`src/sv/dopcs_pkg.sv`:
```
package dopcs_pkg;

  // default geometry
  localparam int NumBanksDef = 4;
  localparam int RowBitsDef  = 16;

  // configuration port
  localparam int CfgIdxW  = 3;
  localparam int CfgDataW = 8;

  localparam logic [CfgIdxW-1:0] CFG_PRECHARGE  = 3'd0;
  localparam logic [CfgIdxW-1:0] CFG_ACTIVATE   = 3'd1;
  localparam logic [CfgIdxW-1:0] CFG_READ_LAT   = 3'd2;
  localparam logic [CfgIdxW-1:0] CFG_WRITE_LAT  = 3'd3;
  localparam logic [CfgIdxW-1:0] CFG_CCD_SHORT  = 3'd4;
  localparam logic [CfgIdxW-1:0] CFG_CCD_LONG   = 3'd5;

  // register reset values
  localparam logic [CfgDataW-1:0] RST_PRECHARGE = 8'd24;
  localparam logic [CfgDataW-1:0] RST_ACTIVATE  = 8'd24;
  localparam logic [CfgDataW-1:0] RST_READ_LAT  = 8'd24;
  localparam logic [CfgDataW-1:0] RST_WRITE_LAT = 8'd20;
  localparam logic [CfgDataW-1:0] RST_CCD_SHORT = 8'd4;
  localparam logic [CfgDataW-1:0] RST_CCD_LONG  = 8'd8;

  // fixed burst overhead added to the column latencies
  localparam logic [CfgDataW:0] BurstExtra = 9'd4;

  // request kinds
  localparam logic [1:0] KIND_READ  = 2'd0;
  localparam logic [1:0] KIND_WRITE = 2'd1;
  localparam logic [1:0] KIND_FETCH = 2'd2;

  // dram command codes
  localparam logic [1:0] CMD_PRE = 2'd0;
  localparam logic [1:0] CMD_ACT = 2'd1;
  localparam logic [1:0] CMD_RD  = 2'd2;
  localparam logic [1:0] CMD_WR  = 2'd3;

  typedef struct packed {
    logic [31:0] start_time;
    logic [1:0]  command;
    logic [1:0]  bank_index;
    logic [1:0]  group_index;
    logic [15:0] row_address;
    logic [6:0]  column_high;
    logic        same_group;
    logic [15:0] gap_since_last;
  } in_item_t;

  typedef struct packed {
    logic [31:0] issue_time;
    logic [1:0]  dram_command;
    logic [1:0]  out_group;
    logic [1:0]  out_bank;
    logic [15:0] address_value;
    logic [31:0] finish_time;
    logic        last;
  } out_item_t;

  // commands still to be issued for the request held in the job register
  typedef struct packed {
    logic pre;
    logic act;
    logic col;
  } pend_t;

endpackage

```
`src/sv/dram_open_page_command_sequencer_unit.sv`:
```
// channel | direction | beat type            | handshake
// in      | input     | dopcs_pkg::in_item_t  | in_valid_i / in_stall_o
// out     | output    | dopcs_pkg::out_item_t | out_valid_o / out_stall_i
// cfg     | input     | 8-bit register write  | cfg_we_i, cfg_idx_i, no wait
//
// a request gives up to three commands, one result beat per cycle while the
// output does not stall, so a request holds the job register until its last command issues
// bank state is updated on accept, so the next request can be taken in the
// cycle the last command of the current one moves to the output register
// a request that needs no command is absorbed on accept with no beat
// reset leaves all banks precharged and the timing registers at defaults
// a stall on the output holds the result register and the job register
module dram_open_page_command_sequencer_unit #(
  parameter int NUM_BANKS = dopcs_pkg::NumBanksDef,
  parameter int ROW_BITS  = dopcs_pkg::RowBitsDef
) (
  input  logic                               clk_i,
  input  logic                               rst_ni,
  input  logic                               in_valid_i,
  output logic                               in_stall_o,
  input  dopcs_pkg::in_item_t                in_data_i,
  output logic                               out_valid_o,
  input  logic                               out_stall_i,
  output dopcs_pkg::out_item_t               out_data_o,
  input  logic                               cfg_we_i,
  input  logic [dopcs_pkg::CfgIdxW-1:0]      cfg_idx_i,
  input  logic [dopcs_pkg::CfgDataW-1:0]     cfg_data_i
);

  localparam int BankW = (NUM_BANKS > 1) ? $clog2(NUM_BANKS) : 1;

  // timing registers
  logic [dopcs_pkg::CfgDataW-1:0] trp_q, trcd_q, tcas_q, tcwd_q, ccds_q, ccdl_q;

  always_ff @(posedge clk_i or negedge rst_ni) begin
    if (!rst_ni) begin
      trp_q  <= dopcs_pkg::RST_PRECHARGE;
      trcd_q <= dopcs_pkg::RST_ACTIVATE;
      tcas_q <= dopcs_pkg::RST_READ_LAT;
      tcwd_q <= dopcs_pkg::RST_WRITE_LAT;
      ccds_q <= dopcs_pkg::RST_CCD_SHORT;
      ccdl_q <= dopcs_pkg::RST_CCD_LONG;
    end else if (cfg_we_i) begin
      case (cfg_idx_i)
        dopcs_pkg::CFG_PRECHARGE: trp_q  <= cfg_data_i;
        dopcs_pkg::CFG_ACTIVATE:  trcd_q <= cfg_data_i;
        dopcs_pkg::CFG_READ_LAT:  tcas_q <= cfg_data_i;
        dopcs_pkg::CFG_WRITE_LAT: tcwd_q <= cfg_data_i;
        dopcs_pkg::CFG_CCD_SHORT: ccds_q <= cfg_data_i;
        dopcs_pkg::CFG_CCD_LONG:  ccdl_q <= cfg_data_i;
        default: ;
      endcase
    end
  end

  // bank state
  logic [ROW_BITS-1:0]  open_row_q [NUM_BANKS];
  logic [NUM_BANKS-1:0] row_is_open_q;
  logic [1:0]           prev_bank_q;
  logic                 prev_valid_q;

  // job register: one request being expanded into commands
  logic                 job_valid_q;
  dopcs_pkg::pend_t     pend_q;
  logic [31:0]          time_q;
  logic                 job_wr_q;
  logic [1:0]           job_grp_q, job_bank_q;
  logic [15:0]          job_row_q;
  logic [6:0]           job_col_q;
  logic [8:0]           gap_add_q;

  // result register
  logic                 out_valid_q;
  dopcs_pkg::out_item_t out_q;

  logic in_accept, emit, job_done;

  // decode of the incoming request against the bank state
  logic [31:0]          bank_mod32;
  logic [1:0]           bank_mod;
  logic [BankW-1:0]     bank_sel;
  logic [ROW_BITS-1:0]  row_sel;
  logic                 need_pre, need_act, is_rd, is_wr;
  logic [14:0]          half_gap;
  logic [7:0]           ccd_sel;
  logic [8:0]           gap_add;
  dopcs_pkg::pend_t     pend_new;

  always_comb begin
    // fold the bank index into the bank count by repeated subtraction
    bank_mod32 = 32'(in_data_i.bank_index);
    for (int k = 0; k < 3; k++) begin
      if (bank_mod32 >= 32'(NUM_BANKS)) begin
        bank_mod32 = bank_mod32 - 32'(NUM_BANKS);
      end
    end
    bank_mod   = bank_mod32[1:0];
    bank_sel   = BankW'(bank_mod);
    row_sel    = ROW_BITS'(in_data_i.row_address);
    need_pre   = row_is_open_q[bank_sel] && (open_row_q[bank_sel] != row_sel);
    need_act   = need_pre || !row_is_open_q[bank_sel];
    is_rd      = (in_data_i.command == dopcs_pkg::KIND_READ) ||
                 (in_data_i.command == dopcs_pkg::KIND_FETCH);
    is_wr      = (in_data_i.command == dopcs_pkg::KIND_WRITE);
    half_gap   = in_data_i.gap_since_last[15:1];
    ccd_sel    = in_data_i.same_group ? ccdl_q : ccds_q;
    gap_add    = '0;
    if (is_rd && prev_valid_q && (bank_mod == prev_bank_q) &&
        (half_gap < 15'(ccd_sel))) begin
      gap_add = {ccd_sel - half_gap[7:0], 1'b0};
    end
    pend_new.pre = need_pre;
    pend_new.act = need_act;
    pend_new.col = is_rd || is_wr;
  end

  // command selection and timing for the head of the job
  logic [1:0]  cur_cmd;
  logic [9:0]  cur_delay;
  logic [8:0]  cur_off;
  logic [10:0] off_delay;
  logic [31:0] issue_time, next_time;
  logic [15:0] cur_addr;
  dopcs_pkg::pend_t pend_next;

  always_comb begin
    pend_next = pend_q;
    cur_off   = '0;
    if (pend_q.pre) begin
      cur_cmd       = dopcs_pkg::CMD_PRE;
      cur_delay     = {1'b0, trp_q, 1'b0};
      cur_addr      = '0;
      pend_next.pre = 1'b0;
    end else if (pend_q.act) begin
      cur_cmd       = dopcs_pkg::CMD_ACT;
      cur_delay     = {1'b0, trcd_q, 1'b0};
      cur_addr      = job_row_q;
      pend_next.act = 1'b0;
    end else begin
      cur_cmd       = job_wr_q ? dopcs_pkg::CMD_WR : dopcs_pkg::CMD_RD;
      cur_delay     = job_wr_q ? {({1'b0, tcwd_q} + dopcs_pkg::BurstExtra), 1'b0}
                               : {({1'b0, tcas_q} + dopcs_pkg::BurstExtra), 1'b0};
      cur_off       = job_wr_q ? 9'd0 : gap_add_q;
      cur_addr      = {9'd0, job_col_q};
      pend_next.col = 1'b0;
    end
    off_delay  = 11'(cur_off) + 11'(cur_delay);
    // gap and delays are even, so rounding up the start is enough
    issue_time = time_q + 32'(time_q[0]) + 32'(cur_off);
    next_time  = time_q + 32'(time_q[0]) + 32'(off_delay);
  end

  // handshake
  assign emit       = job_valid_q && (!out_valid_q || !out_stall_i);
  assign job_done   = emit && (pend_next == '0);
  assign in_stall_o = job_valid_q && !job_done;
  assign in_accept  = in_valid_i && !in_stall_o;

  // bank state update on accept
  always_ff @(posedge clk_i or negedge rst_ni) begin
    if (!rst_ni) begin
      row_is_open_q <= '0;
      prev_bank_q   <= '0;
      prev_valid_q  <= 1'b0;
    end else if (in_accept) begin
      row_is_open_q[bank_sel] <= 1'b1;
      prev_bank_q             <= bank_mod;
      prev_valid_q            <= 1'b1;
    end
  end

  always_ff @(posedge clk_i) begin
    if (in_accept) begin
      open_row_q[bank_sel] <= row_sel;
    end
  end

  // job register control
  always_ff @(posedge clk_i or negedge rst_ni) begin
    if (!rst_ni) begin
      job_valid_q <= 1'b0;
      pend_q      <= '0;
    end else if (in_accept) begin
      job_valid_q <= (pend_new != '0);
      pend_q      <= pend_new;
    end else if (emit) begin
      job_valid_q <= !job_done;
      pend_q      <= pend_next;
    end
  end

  // job register payload
  always_ff @(posedge clk_i) begin
    if (in_accept) begin
      time_q     <= in_data_i.start_time;
      job_wr_q   <= is_wr;
      job_grp_q  <= in_data_i.group_index;
      job_bank_q <= bank_mod;
      job_row_q  <= 16'(row_sel);
      job_col_q  <= in_data_i.column_high;
      gap_add_q  <= gap_add;
    end else if (emit) begin
      time_q <= next_time;
    end
  end

  // result register
  always_ff @(posedge clk_i or negedge rst_ni) begin
    if (!rst_ni) begin
      out_valid_q <= 1'b0;
    end else if (emit) begin
      out_valid_q <= 1'b1;
    end else if (!out_stall_i) begin
      out_valid_q <= 1'b0;
    end
  end

  always_ff @(posedge clk_i) begin
    if (emit) begin
      out_q.issue_time    <= issue_time;
      out_q.dram_command  <= cur_cmd;
      out_q.out_group     <= job_grp_q;
      out_q.out_bank      <= job_bank_q;
      out_q.address_value <= cur_addr;
      out_q.finish_time   <= job_done ? next_time : 32'd0;
      out_q.last          <= job_done;
    end
  end

  assign out_valid_o = out_valid_q;
  assign out_data_o  = out_q;

  // a live job always has a command left to issue
  assert property (@(posedge clk_i) disable iff (!rst_ni)
    job_valid_q |-> (pend_q != '0))
    else $error("job register holds no pending command");

  // every command issues on an even cpu clock
  assert property (@(posedge clk_i) disable iff (!rst_ni)
    out_valid_o |-> !out_data_o.issue_time[0])
    else $error("command issued on an odd clock");

  // only the final beat of a request carries a finish time
  assert property (@(posedge clk_i) disable iff (!rst_ni)
    (out_valid_o && !out_data_o.last) |-> (out_data_o.finish_time == 32'd0))
    else $error("finish time on a non-final beat");

  // after any request its bank is left open
  assert property (@(posedge clk_i) disable iff (!rst_ni)
    in_accept |=> row_is_open_q[$past(bank_sel)])
    else $error("addressed bank not open after request");

  // no new request while the current job is blocked from issuing
  assert property (@(posedge clk_i) disable iff (!rst_ni)
    (job_valid_q && !emit) |-> in_stall_o)
    else $error("request taken while job blocked");

endmodule
```
`config.mk`:
```
export PLATFORM = sky130hd
export DESIGN_NAME = dram_open_page_command_sequencer_unit
export DESIGN_NICKNAME = d
export VERILOG_FILES = /design/src/sv/dopcs_pkg.sv /design/src/sv/dram_open_page_command_sequencer_unit.sv
export SDC_FILE = /design/constraint.sdc
export NUM_CORES = 1
export LEC_CHECK = 0
export ABC_AREA = 0
export BUFFER_PORTS_ARGS = -buffer_cell sky130_fd_sc_hd__buf_2
export CORE_MARGIN = 2
export CORE_UTILIZATION = 58
export DETAILED_ROUTE_END_ITERATION = 10
export PLACE_DENSITY_LB_ADDON = 0.12
export SLEW_MARGIN = 20
export SYNTH_ARGS = -nofsm -noshare
export SYNTH_HDL_FRONTEND = slang
export SYNTH_SLANG_ARGS = --single-unit
```
`constraint.sdc`:
```
create_clock -name clk_i -period 7.18 [get_ports clk_i]
set_clock_uncertainty 0.05 [all_clocks]
set_input_delay 1.436 -clock clk_i [delete_from_list [all_inputs] [get_ports clk_i]]
set_output_delay 1.436 -clock clk_i [all_outputs]
set_load 0.05 [all_outputs]
```
## After elaboration in Yosys (flattened, before gate mapping)

Memory sizes are Yosys's and may differ from the RTL's.
Index checks and enable logic that the tools add are counted.

- Add/sub/neg operators: 7
- Order comparisons: 3
- Equal/unequal tests: 10
- Multiplexer cells: 26
- Bitwise operators: 2
- Reduce and logical (&&, ||, !) cells: 31

Operator list:

| kind | number |
|---|---|
| 2-to-1 mux 32 bit | 2 |
| adder 32 x 1 -> 32 bit | 1 |
| adder 32 x 11 -> 32 bit | 1 |
| adder 32 x 9 -> 32 bit | 1 |
| 2-to-1 mux 10 bit | 3 |
| 2-to-1 mux 9 bit | 3 |
| adder 8 x 3 -> 9 bit (second input constant) | 2 |
| != test 16 bit | 1 |
| < comparator 15 x 8 -> 1 bit | 1 |
| AND reduction 2 bit | 6 |
| adder 9 x 10 -> 11 bit | 1 |
| 2-to-1 mux 1 bit | 11 |
| logical AND 1 bit | 9 |
| 2-to-1 mux 8 bit | 1 |
| subtractor 8 bit | 1 |
| 2-to-1 mux 7 bit | 1 |
| equality test 3 x 2 -> 1 bit (second input constant) | 2 |
| equality test 3 bit (second input constant) | 2 |
| zero test 3 bit | 2 |
| 2-to-1 mux 3 bit | 2 |
| zero test 1 bit | 5 |
| logical OR 1 bit | 4 |
| OR 4 bit | 1 |
| OR reduction 2 bit | 2 |
| other kinds (14) | 14 |

- Register bits: 216
- Memory bits (writable): 64
- Input bits: 94
- Output and inout bits: 89
- Logic and storage cells: 111
- Memories: 1

Memories:

| memory | depth | bits a word | read ports | clocked after Yosys merged registers in | write ports | line | RTL |
|---|---|---|---|---|---|---|---|
| open_row_q | 4 | 16 | 1 | 0 | 1 | dram_open_page_command_sequencer_unit.sv:57 | `logic [ROW_BITS-1:0] open_row_q [NUM_BANKS];` |

## Longest topological paths before layout

Gate-level depths: netlist of the first run.

- Word-level depth: 10
- Gate-level depth with buffers: 18
- Mapped depth without buffers: 17

## Least setup slack after synthesis of the first run

OpenSTA, ideal clock, no wires.

- Path kind: in2reg
- Start point: in out_stall_i
- End point: reg gap_add_q[1], enable pin
- Setup time: 414 ps
- Arrival time: 5,711 ps
- Required time: 6,716 ps
- Path slack: 1,004 ps
- Stages on the path: 9
- Path buffers: 2
- Path through: nand2_1 > nand2_1 > inv_1 > o21ai_0 > nand2_1 > nand2_1 > clkinv_1 > clkbuf_1 > clkbuf_1

- Longest elaborated chain between the ends: 8

Ends and longest elaborated chain:

| item | line | RTL |
|---|---|---|
| start: declaration | dram_open_page_command_sequencer_unit.sv:23 | `input logic out_stall_i,` |
| zero test 1 bit | - |  |
| logical OR 1 bit | dram_open_page_command_sequencer_unit.sv:154 | `assign emit = job_valid_q && (!out_valid_q \|\| !out_stall_i);` |
| logical AND 1 bit | dram_open_page_command_sequencer_unit.sv:154 |  |
| named net emit | dram_open_page_command_sequencer_unit.sv:76 | `logic in_accept, emit, job_done;` |
| logical AND 1 bit | dram_open_page_command_sequencer_unit.sv:155 | `assign job_done = emit && (pend_next == '0);` |
| zero test 1 bit | dram_open_page_command_sequencer_unit.sv:156 | `assign in_stall_o = job_valid_q && !job_done;` |
| logical AND 1 bit | dram_open_page_command_sequencer_unit.sv:156 |  |
| zero test 1 bit | dram_open_page_command_sequencer_unit.sv:157 | `assign in_accept = in_valid_i && !in_stall_o;` |
| logical AND 1 bit | dram_open_page_command_sequencer_unit.sv:157 |  |
| named net in_accept | dram_open_page_command_sequencer_unit.sv:76 |  |
| end signal: assignment | dram_open_page_command_sequencer_unit.sv:201 | `gap_add_q <= gap_add;` |
| end: declaration | dram_open_page_command_sequencer_unit.sv:70 | `logic [8:0] gap_add_q;` |

The timed path passes the listed nets, and every way through them passes these cells.
A chain may end at the register's enable or synchronous reset.

## Final worst setup path of the first run

- Start point: reg job_wr_q
- End point: reg time_q[24], data pin

- Longest elaborated chain between the ends: 7
- Elaborated cells on any way between the ends: 10
- Classes of those cells: add/sub: 2; mux: 8

Ends and longest elaborated chain:

| item | line | RTL |
|---|---|---|
| start: declaration | dram_open_page_command_sequencer_unit.sv:66 | `logic job_wr_q;` |
| start signal: assignment | dram_open_page_command_sequencer_unit.sv:196 | `job_wr_q <= is_wr;` |
| 2-to-1 mux 9 bit or 2-to-1 mux 10 bit (tied branches) | dram_open_page_command_sequencer_unit.sv:143, dram_open_page_command_sequencer_unit.sv:141 |  |
| 2-to-1 mux 9 bit or 2-to-1 mux 10 bit (tied branches) | dram_open_page_command_sequencer_unit.sv:134 | `end else if (pend_q.act) begin` |
| 2-to-1 mux 9 bit or 2-to-1 mux 10 bit (tied branches) | dram_open_page_command_sequencer_unit.sv:129 | `if (pend_q.pre) begin` |
| adder 9 x 10 -> 11 bit (*) | dram_open_page_command_sequencer_unit.sv:147 | `off_delay = 11'(cur_off) + 11'(cur_delay);` |
| adder 32 x 11 -> 32 bit (*) | dram_open_page_command_sequencer_unit.sv:150 | `next_time = time_q + 32'(time_q[0]) + 32'(off_delay);` |
| 2-to-1 mux 32 bit (*) | dram_open_page_command_sequencer_unit.sv:202 | `end else if (emit) begin` |
| 2-to-1 mux 32 bit (*) | dram_open_page_command_sequencer_unit.sv:194 | `if (in_accept) begin` |
| end signal: assignment | dram_open_page_command_sequencer_unit.sv:195 | `time_q <= in_data_i.start_time;` |
| end signal: assignment | dram_open_page_command_sequencer_unit.sv:203 | `time_q <= next_time;` |
| end: declaration | dram_open_page_command_sequencer_unit.sv:65 | `logic [31:0] time_q;` |

Mark *: on every way between the ends. The rest lies on a longest branch, timed or not. The select of a mux whose other input is x is not followed.

==> results of run 1 <==
-- power by group --
part           switching [W]  leakage [nW]  total, W  internal (W)
sequential          0.000278          2.77   0.00273       0.00245
clock               0.000604         0.476   0.00147      0.000869
combinational        0.00232          3.14   0.00337       0.00105
total                0.00320          6.39   0.00757       0.00437
-- worst max-delay path: stages (launching register included) --
cell      delay, ps
edfxtp_1        720
mux2_2          430
ha_1            230
xor2_1          160
o21ai_0         150
mux2i_1         180
fa_1            570
inv_1            40
ha_1            360
o21ai_0         130
o21a_1          180
o21ai_0         450
o211ai_1        490
nor4b_2         610
xnor2_1         240
o21ai_0         120
-- placed cells by master (no fill, tap or decap), types with 5 or more instances in the layout --
cell type | netlist | layout
nor2b_1 | 9 | 9
nand3_1 | 21 | 21
dfrtp_1 | 50 | 50
inv_1 | 59 | 58
o21ai_0 | 39 | 38
buf_4 | 3 | 12
buf_2 | 4 | 179
mux2_2 | 52 | 52
and2_1 | 18 | 18
nand2_1 | 87 | 87
ha_1 | 35 | 35
clkbuf_16 | 0 | 31
mux4_2 | 17 | 17
o31ai_1 | 7 | 7
nand2b_1 | 7 | 7
nand4_1 | 19 | 19
xor2_1 | 34 | 34
dfstp_2 | 10 | 10
fa_1 | 11 | 11
a21boi_0 | 6 | 6
and3_1 | 8 | 8
nor4_1 | 19 | 19
o21a_1 | 7 | 7
and4_1 | 6 | 6
o21bai_1 | 5 | 5
or2_2 | 10 | 10
a21o_1 | 13 | 13
mux2i_1 | 26 | 26
clkinv_2 | 0 | 11
a21oi_1 | 31 | 31
nor3_1 | 34 | 31
xnor2_1 | 63 | 63
edfxtp_1 | 217 | 217
nor2_1 | 72 | 71
a31oi_1 | 9 | 9
-- synth_stat cells, types with 13 or more instances --
master    instances  area share
a21oi_1          31       0.011
edfxtp_1        217        0.47
nand4_1          19      0.0085
mux2i_1          26       0.019
and2_1           18      0.0081
inv_1            59       0.016
nor3_1           34       0.012
clkbuf_1         28      0.0075
nand2_1          87       0.023
xor2_1           34       0.021
mux4_2           17       0.027
o21ai_0          39       0.014
ha_1             35       0.031
dfrtp_1          50       0.090
a21o_1           13      0.0070
xnor2_1          63       0.040
nor2_1           72       0.019
mux2_2           52       0.042
nor4_1           19      0.0085
nand3_1          21      0.0075
-- area by class of cell --
class	instances	area (sq um)	share of cell area
Sequential cell	277	8030	0.497
Multi-Input combinational cell	730	5540	0.343
Timing Repair Buffer	192	997	0.0617
Clock buffer	34	807	0.0500
Tap cell	319	399	0.0247
Inverter	60	228	0.0141
Clock inverter	18	145	0.00899
Antenna cell	2	5.00	0.000310
-- cell families after synthesis --
group,after synthesis,synth area share
xor+xnor,97,0.0609
compound gates,143,0.0648
flops,277,0.576
simple gates,347,0.133
other cells,1,0.000269
fa+ha+maj,46,0.0472
buf+inv,103,0.0300
mux,95,0.0881
-- through the flow --
step	area (sq um)	util	instances	power, W	hold slack [ps]
2_1_floorplan	14000	-	1110	0.00527	350
3_3_place_gp	15200	0.644	1578	0.00605	351
3_5_place_dp	15200	0.644	1578	0.00612	355
4_1_cts	16100	0.685	1630	0.00761	370
5_1_grt	16100	0.686	1631	0.00803	372
6_report	16100	0.686	1632	0.00757	369
-- final timing paths --
check                                       start                        to  slack [ps]  cells after the start
max                            job_wr_q$_DFFE_PP_      time_q[24]$_DFFE_PP_        1760                     15
min                        job_grp_q[0]$_DFFE_PP_  out_data_o[51]$_DFFE_PP_         370                      0
max reg2reg                    job_wr_q$_DFFE_PP_      time_q[24]$_DFFE_PP_        1760                     15
min reg2reg                job_grp_q[0]$_DFFE_PP_  out_data_o[51]$_DFFE_PP_         370                      0
max in group asynchronous                  rst_ni     pend_q[2]$_DFFE_PN0P_        5590                      2
min in group asynchronous                  rst_ni     ccdl_q[4]$_DFFE_PN0P_         990                      2
-- flip-flops by register name (all words and copies together), names as in the netlist, 2 cells and up --
register and count:
ccdl_q 8, ccds_q 8, gap_add_q 8, job_bank_q 2, job_col_q 7, job_grp_q 2
job_row_q 16, open_row_q 64, out_data_o 85, pend_q 3, prev_bank_q 2, row_is_open_q 4
tcas_q 8, tcwd_q 8, time_q 32, trcd_q 8, trp_q 8
-- per-layer routing --
| layer | vias to the layer above | routed length (microns) | GRT usage |
|---|---|---|---|
| met4 | 2 | 842 | 0.0707 |
| li1 | 4438 | - | - |
| met2 | 294 | 14800 | 0.412 |
| met3 | 64 | 1730 | 0.0359 |
| met1 | 4489 | 13100 | 0.330 |
| met5 | - | 13 | 0 |
==> run_results.csv, run 1 <==
group,metric,value,unit
sta,worstMarginPinSlew,1110,ps
flow_run,drv_cap,0,
synth,synth_enable_flop_cells,217,
clock_tree,root_buffer,"clkbuf_16",
min_path,min-delay-path-class,"flip-flop to flip-flop",
sta,fmax,185,MHz
clock_tree,cts_buffers,28,
floorplanning,io_pins,183,
status,status,"completed",
worst_setup_path,worstPathRequired,7380,ps
worst_setup_path,worstPathArrival,5620,ps
sta,drv_slew,0,
synth,ys_seq_area_frac,0.576,
global_routing,grt_antenna_before_repair,3,
sta,slew_headroom,0.256,
detailed_routing,wl_per_cell,18.7,microns
synth,syn_area,0.0139,sq mm
floorplanning,coreArea,0.0235,sq mm
placement,post-place-ws,1850,ps
detailed_routing,drtPass1Iterations,7,
floorplanning,die_area,0.0253,sq mm
sta,timing.final.ws_setup,1760,ps
synth,synth_ff_type,"edfxtp_1",
synth,yosys_warnings,0,
clock_tree,cts_tree,"yes",
clock_tree,cts_max_level,1,
layout,layout-drive-gt1-share,0.268,
clock_tree,clk_latency,550,ps
floorplanning,die_h,159,microns
sta,final-setup-viol-count,0,
detailed_routing,ant_nets,0,
worst_setup_path,crit_fanout,10,
detailed_routing,drt_iter0_drc,525,
global_routing,track_usage,0.243,
clock_tree,hold_buffers,0,
placement,io_buffers,179,
power,ir_drop,251,uV
detailed_routing,vias,9287,
floorplanning,dieWidth,159,microns
sta,fin_tns_setup,0,ps
sta,rsz0062_at_grt,"no",
sta,min_period_over_period,0.754,
sta,period_needed,5420,ps
detailed_routing,totalWireLength,30.5,mm
sta,hold_viol,0,
power,power_density,469,mW/mm^2
global_routing,grt_pass1_vias,9380,
clock_tree,path_clk_slew,60,ps
synth,synth-seq-cells,277,
global_routing,grt_pass1_wl,49.3,mm
clock_tree,cts_resized,0,
global_routing,overflow,0,
layout,areaGrowthSynthToFinish,15.8,%
placement,gp_congestion,0.899,
worst_setup_path,start_kind,"flip-flop",
synth,ys_async_sr_fraction,0.217,
clock_tree,clockBufferDepth,3,
detailed_routing,route.detailed.drc,0,
clock_tree,cts.sinks,277,
worst_setup_path,cp-end-kind,"flip-flop",
layout,nNetsFinal,1429,
placement,place_hpwl,21.2,mm
layout,fill_cells,1794,
floorplanning,num_rows,56,
floorplanning,floorplan.initialDensity,0.592,
worst_setup_path,criticalPathCategory,"flip-flop to flip-flop",
synth,netlist_instances,1109,
clock_tree,post_cts_buffers,0,
synth,synth.avg_cell_area,12.6,sq um
detailed_routing,vias_per_cell,5.69,
power,power.leakage,6.39,nW
global_routing,grt_start_max_net_pins,86,
synth,synth.distinct_cells,71,
Power figures use the tool's default switching activity.
==> run 2, diff against run 1 <==
Settings changed: CORE_UTILIZATION 58 to 53.
Clock period 7.18 ns to 4.8 ns, I/O delays scaled along.
==> run_results.csv, run 2 (synthesis results as in run 1) <==
group,metric,value,unit
power,power.leakage,6.56,nW
clock_tree,clk_latency,550,ps
layout,final_common_cell,"edfxtp_1",
worst_setup_path,cp-end-kind,"flip-flop",
layout,layout-drive-gt1-share,0.283,
layout,n_antenna_cell,0,
sta,min_period_over_period,0.950,
min_path,min-delay-path-class,"flip-flop to flip-flop",
global_routing,track_usage,0.226,
layout,stdcell_area,0.0165,sq mm
placement,place_area,0.0154,sq mm
clock_tree,cts_buffers,28,
clock_tree,cts_tree,"yes",
floorplanning,floorplan.initialDensity,0.537,
detailed_routing,vias_per_cell,5.58,
global_routing,grt_antenna_before_repair,1,
floorplanning,die_h,166,microns
layout,final_util,0.633,
power,power_density,703,mW/mm^2
worst_setup_path,worstPathRequired,5120,ps
clock_tree,hold_buffers,0,
clock_tree,path_clk_slew,60,ps
floorplanning,die_area,0.0276,sq mm
detailed_routing,drtPass1Iterations,5,
power,ir_drop,498,uV
sta,rsz0062_at_grt,"no",
worst_setup_path,crit_fanout,5,
sta,slew_headroom,0.423,
placement,io_buffers,179,
sta,drv_slew,0,
worst_setup_path,worstPathArrival,4880,ps
worst_setup_path,criticalPathCategory,"flip-flop to flip-flop",
layout,fill_cells,2055,
placement,gp_congestion,0.855,
sta,fmax,219,MHz
floorplanning,num_rows,59,
detailed_routing,totalWireLength,31.1,mm
clock_tree,clockBufferDepth,3,
sta,fin_tns_setup,0,ps
clock_tree,cts.sinks,277,
detailed_routing,drt_iter0_drc,759,
floorplanning,io_pins,183,
worst_setup_path,start_kind,"flip-flop",
detailed_routing,ant_nets,0,
placement,place_hpwl,22.1,mm
detailed_routing,vias,9353,
clock_tree,cts_max_level,1,
detailed_routing,route.detailed.drc,0,
layout,areaGrowthSynthToFinish,17.9,%
sta,worstMarginPinSlew,865,ps
sta,final-setup-viol-count,0,
layout,largest_reg_flops,85,
detailed_routing,wl_per_cell,18.5,microns
clock_tree,root_buffer,"clkbuf_16",
sta,period_needed,4560,ps
worst_setup_path,reg2reg_slack,240,ps
floorplanning,coreArea,0.0260,sq mm
floorplanning,dieWidth,166,microns
global_routing,grt_start_max_net_pins,86,
sta,hold_viol,0,
global_routing,grt_pass1_wl,50.2,mm
layout,final_cell_mix,"217 x edfxtp_1, 179 x buf_2, 87 x nand2_1",
flow_run,drv_cap,0,
layout,nNetsFinal,1460,
global_routing,grt_pass1_vias,9458,
global_routing,overflow,0,
status,status,"completed",
[run 2: cell count changes in the layout (fill, tap and decap cells not counted), moves of 2 or more]
cell	previous run	this run
buf_4	12	42
clkinv_2	11	5
clkbuf_16	31	28
bufinv_16	2	4
clkbuf_1	1	3
clkbuf_8	2	4
diode_2	2	0
[run 2: layout make-up]
type                            count  area [sq um]  share of cell area
Timing Repair Buffer              223          1240              0.0755
Clock buffer                       35           767              0.0466
Tap cell                          335           419              0.0255
Clock inverter                     16           210              0.0128
Inverter                           60           230              0.0140
Sequential cell                   277          8030               0.488
Multi-Input combinational cell    730          5550               0.338
[run 2: through the flow]
stage	cells	power (W)	hold WS, ps	worst slack (ps)
2_1_floorplan	1110	0.00789	350	36.0
3_3_place_gp	1624	0.00923	351	111
3_5_place_dp	1624	0.00931	359	59.7
4_1_cts	1675	0.0116	375	83.4
5_1_grt	1676	0.0123	389	4.28
6_report	1676	0.0116	375	240
[run 2: routing by layer]
layer / wire length (microns) / vias to the layer above / global-route usage / share of wire
li1: - / 4480 / - / -
met3: 1790 / 39 / 0.0362 / 0.058
met1: 13700 / 4548 / 0.314 / 0.44
met2: 14900 / 286 / 0.377 / 0.48
met5: 0 / - / 0 / 0
met4: 659 / 0 / 0.0562 / 0.021
[run 2: repair_timing]
action,4_1_cts,5_1_grt
resized for setup,1,4
cloned,0,0
endpoints found under the setup margin,1,15
pin swaps,0,1
buffers inserted,0,1
[run 2: critical path: stages, from the launching register on]
cell and delay [ps]:
edfxtp_1 480, buf_4 210, mux2i_1 160, nor2_1 200
nand3_1 120, xnor2_1 140, o21ai_0 210, mux2i_1 180
fa_1 560, inv_1 40, ha_1 310, and3_1 170
nand2_1 60, a21oi_1 240, o22ai_2 170, buf_4 180
or3_4 340, or4_1 470, o311ai_1 90
[run 2: final timing paths]
kind                                            end               startpoint  cells past startpoint
max in group asynchronous   out_valid_o$_DFFE_PN0P_                   rst_ni                      2
min                        out_data_o[49]$_DFFE_PP_  job_bank_q[0]$_DFFE_PP_                      0
max                            time_q[27]$_DFFE_PP_       job_wr_q$_DFFE_PP_                     18
min in group asynchronous     ccds_q[0]$_DFFE_PN0P_                   rst_ni                      2
min reg2reg                out_data_o[49]$_DFFE_PP_  job_bank_q[0]$_DFFE_PP_                      0
max reg2reg                    time_q[27]$_DFFE_PP_       job_wr_q$_DFFE_PP_                     18
[run 2: where the power goes]
| part | total, W | switching [W] | internal, W |
|---|---|---|---|
| combinational | 0.00520 | 0.00352 | 0.00168 |
| sequential | 0.00410 | 0.000431 | 0.00367 |
| clock | 0.00227 | 0.000917 | 0.00135 |
| total | 0.0116 | 0.00487 | 0.00669 |
==> run 3, diff against run 2 <==
==> constraint.sdc (replaced) <==
create_clock -name clk_i -period 4.8 [get_ports clk_i]
set_clock_uncertainty 0.05 [all_clocks]
set_input_delay 0.72 -clock clk_i [delete_from_list [all_inputs] [get_ports clk_i]]
set_output_delay 0.72 -clock clk_i [all_outputs]
set_load 0.05 [all_outputs]
==> run_results.csv, run 3 (synthesis results as in run 1) <==
group,metric,value,unit
status,status,"completed",
global_routing,overflow,0,
worst_setup_path,cpPeakStageDelay,560,ps
worst_setup_path,r2r_start,"job_wr_q$_DFFE_PP_",
global_routing,grt_pass1_wl,49.4,mm
global_routing,track_usage,0.224,
floorplanning,die_h,166,microns
worst_setup_path,criticalPathCategory,"flip-flop to flip-flop",
layout,final_common_cell,"edfxtp_1",
detailed_routing,vias_per_cell,5.60,
worst_setup_path,start_kind,"flip-flop",
sta,period_needed,4580,ps
sta,slew_headroom,0.416,
worst_setup_path,cpMaxStageDelayCell,"fa_1",
layout,fin_cells,1675,
clock_tree,cts_max_level,1,
layout,areaGrowthSynthToFinish,17.3,%
layout,fill_cells,2109,
sta,final-setup-viol-count,0,
clock_tree,cts_tree,"yes",
clock_tree,path_clk_slew,60,ps
placement,place_hpwl,22.1,mm
global_routing,grt_pass1_vias,9270,
floorplanning,floorplan.initialDensity,0.537,
worst_setup_path,cp-end-kind,"flip-flop",
layout,layout-drive-gt1-share,0.280,
layout,multi_input_area,0.00554,sq mm
sta,min_period_over_period,0.955,
clock_tree,cts_buffers,29,
layout,final_util,0.630,
detailed_routing,vias,9377,
placement,dpl.cell_count,1620,
detailed_routing,drt_iter0_drc,749,
worst_setup_path,crit_path_start,"job_wr_q$_DFFE_PP_",
floorplanning,num_rows,59,
floorplanning,die_area,0.0276,sq mm
global_routing,grt_antenna_before_repair,0,
flow_run,drv_cap,0,
placement,gp_congestion,0.874,
clock_tree,root_buffer,"clkbuf_16",
clock_tree,clockBufferDepth,3,
detailed_routing,totalWireLength,31.1,mm
detailed_routing,wl_per_cell,18.6,microns
sta,worstMarginPinSlew,873,ps
min_path,min-delay-path-class,"input port to async pin",
sta,hold_viol,0,
detailed_routing,ant_nets,0,
sta,whs,281,ps
clock_tree,clk_latency,550,ps
sta,fmax,218,MHz
placement,io_buffers,179,
worst_setup_path,worstPathRequired,5110,ps
detailed_routing,route.detailed.drc,0,
layout,n_antenna_cell,0,
sta,drv_slew,0,
clock_tree,cts.sinks,277,
detailed_routing,drtPass1Iterations,5,
floorplanning,coreArea,0.0260,sq mm
layout,nNetsFinal,1457,
power,power_density,699,mW/mm^2
floorplanning,io_pins,183,
layout,largest_reg_flops,85,
power,ir_drop,593,uV
worst_setup_path,crit_fanout,5,
layout,final_cell_mix,"217 x edfxtp_1, 179 x buf_2, 87 x nand2_1",
worst_setup_path,path_cells,"mux2_2, ha_1, xor2_1, o21ai_0, mux2i_1, fa_1, inv_1, ha_1, a21o_1, a21oi_1, a21oi_1, o22ai_1, buf_4, or3_4, or4_1, o311ai_1",
floorplanning,dieWidth,166,microns
global_routing,grt_start_max_net_pins,86,
worst_setup_path,worstPathArrival,4900,ps
power,power.leakage,6.51,nW
layout,regArea,0.00803,sq mm
==> run 3: cell count changes in the layout (fill, tap and decap cells not counted), sizes merged <==
cell      delta
inv          +2
clkbuf       +2
clkinvlp     +1
buf          -4
bufinv       -2
==> run 3: final cells by class <==
type / instances / area share
Sequential cell: 277 / 0.491
Multi-Input combinational cell: 730 / 0.339
Clock inverter: 17 / 0.00872
Tap cell: 335 / 0.0256
Inverter: 60 / 0.0141
Clock buffer: 37 / 0.0480
Timing Repair Buffer: 219 / 0.0741
==> run 3: metal layers <==
| layer | wire length [microns] | track usage | up-vias | share of wire |
|---|---|---|---|---|
| li1 | - | - | 4483 | - |
| met1 | 13600 | 0.309 | 4560 | 0.44 |
| met2 | 15100 | 0.375 | 287 | 0.48 |
| met3 | 1850 | 0.0353 | 47 | 0.059 |
| met4 | 552 | 0.0547 | 0 | 0.018 |
| met5 | 0 | 0 | - | 0 |
==> run 3: metrics by stage <==
step	setup TNS, ps	setup WS, ps	total power, W	cell area, sq um
global route	-1.06	-1.06	0.0121	16400
detailed placement	0	76.6	0.00931	15400
floorplan	0	276	0.00789	14000
global placement	0	175	0.00921	15400
finish	0	215	0.0114	16400
CTS	0	61.3	0.0115	16300
==> run 3: what timing repair did <==
item | CTS | global route
resized for setup | 0 | 3
buffers inserted | 0 | 1
endpoints found under the setup margin | 0 | 12
hold buffers | 0 | 0
==> run 3: critical path, delay by kind of cell (launching register included) <==
family / cells / cell delay (ps)
xor+xnor: 1 / 170
flops: 1 / 460
mux: 2 / 560
fa+ha+maj: 3 / 1130
simple gates: 2 / 810
compound gates: 6 / 970
buf+inv: 2 / 240
==> run 3: worst paths after layout <==
path,to,slack [ps],depth (start not counted)
min in group clk_i,job_col_q[6]$_DFFE_PP_,290,1
max in group asynchronous,pend_q[1]$_DFFE_PN0P_,3930,2
min,tcwd_q[1]$_DFFE_PN0P_,280,2
min reg2reg,out_data_o[52]$_DFFE_PP_,380,0
max reg2reg,time_q[27]$_DFFE_PP_,220,16
max,time_q[27]$_DFFE_PP_,220,16
==> run 3: report_power, final <==
group          total, W  leakage (nW)  switching, W  internal, W
logic           0.00515          3.29       0.00350      0.00166
registers       0.00411          2.77      0.000442      0.00367
clock network   0.00217         0.456      0.000911      0.00126
total            0.0114          6.51       0.00485      0.00659
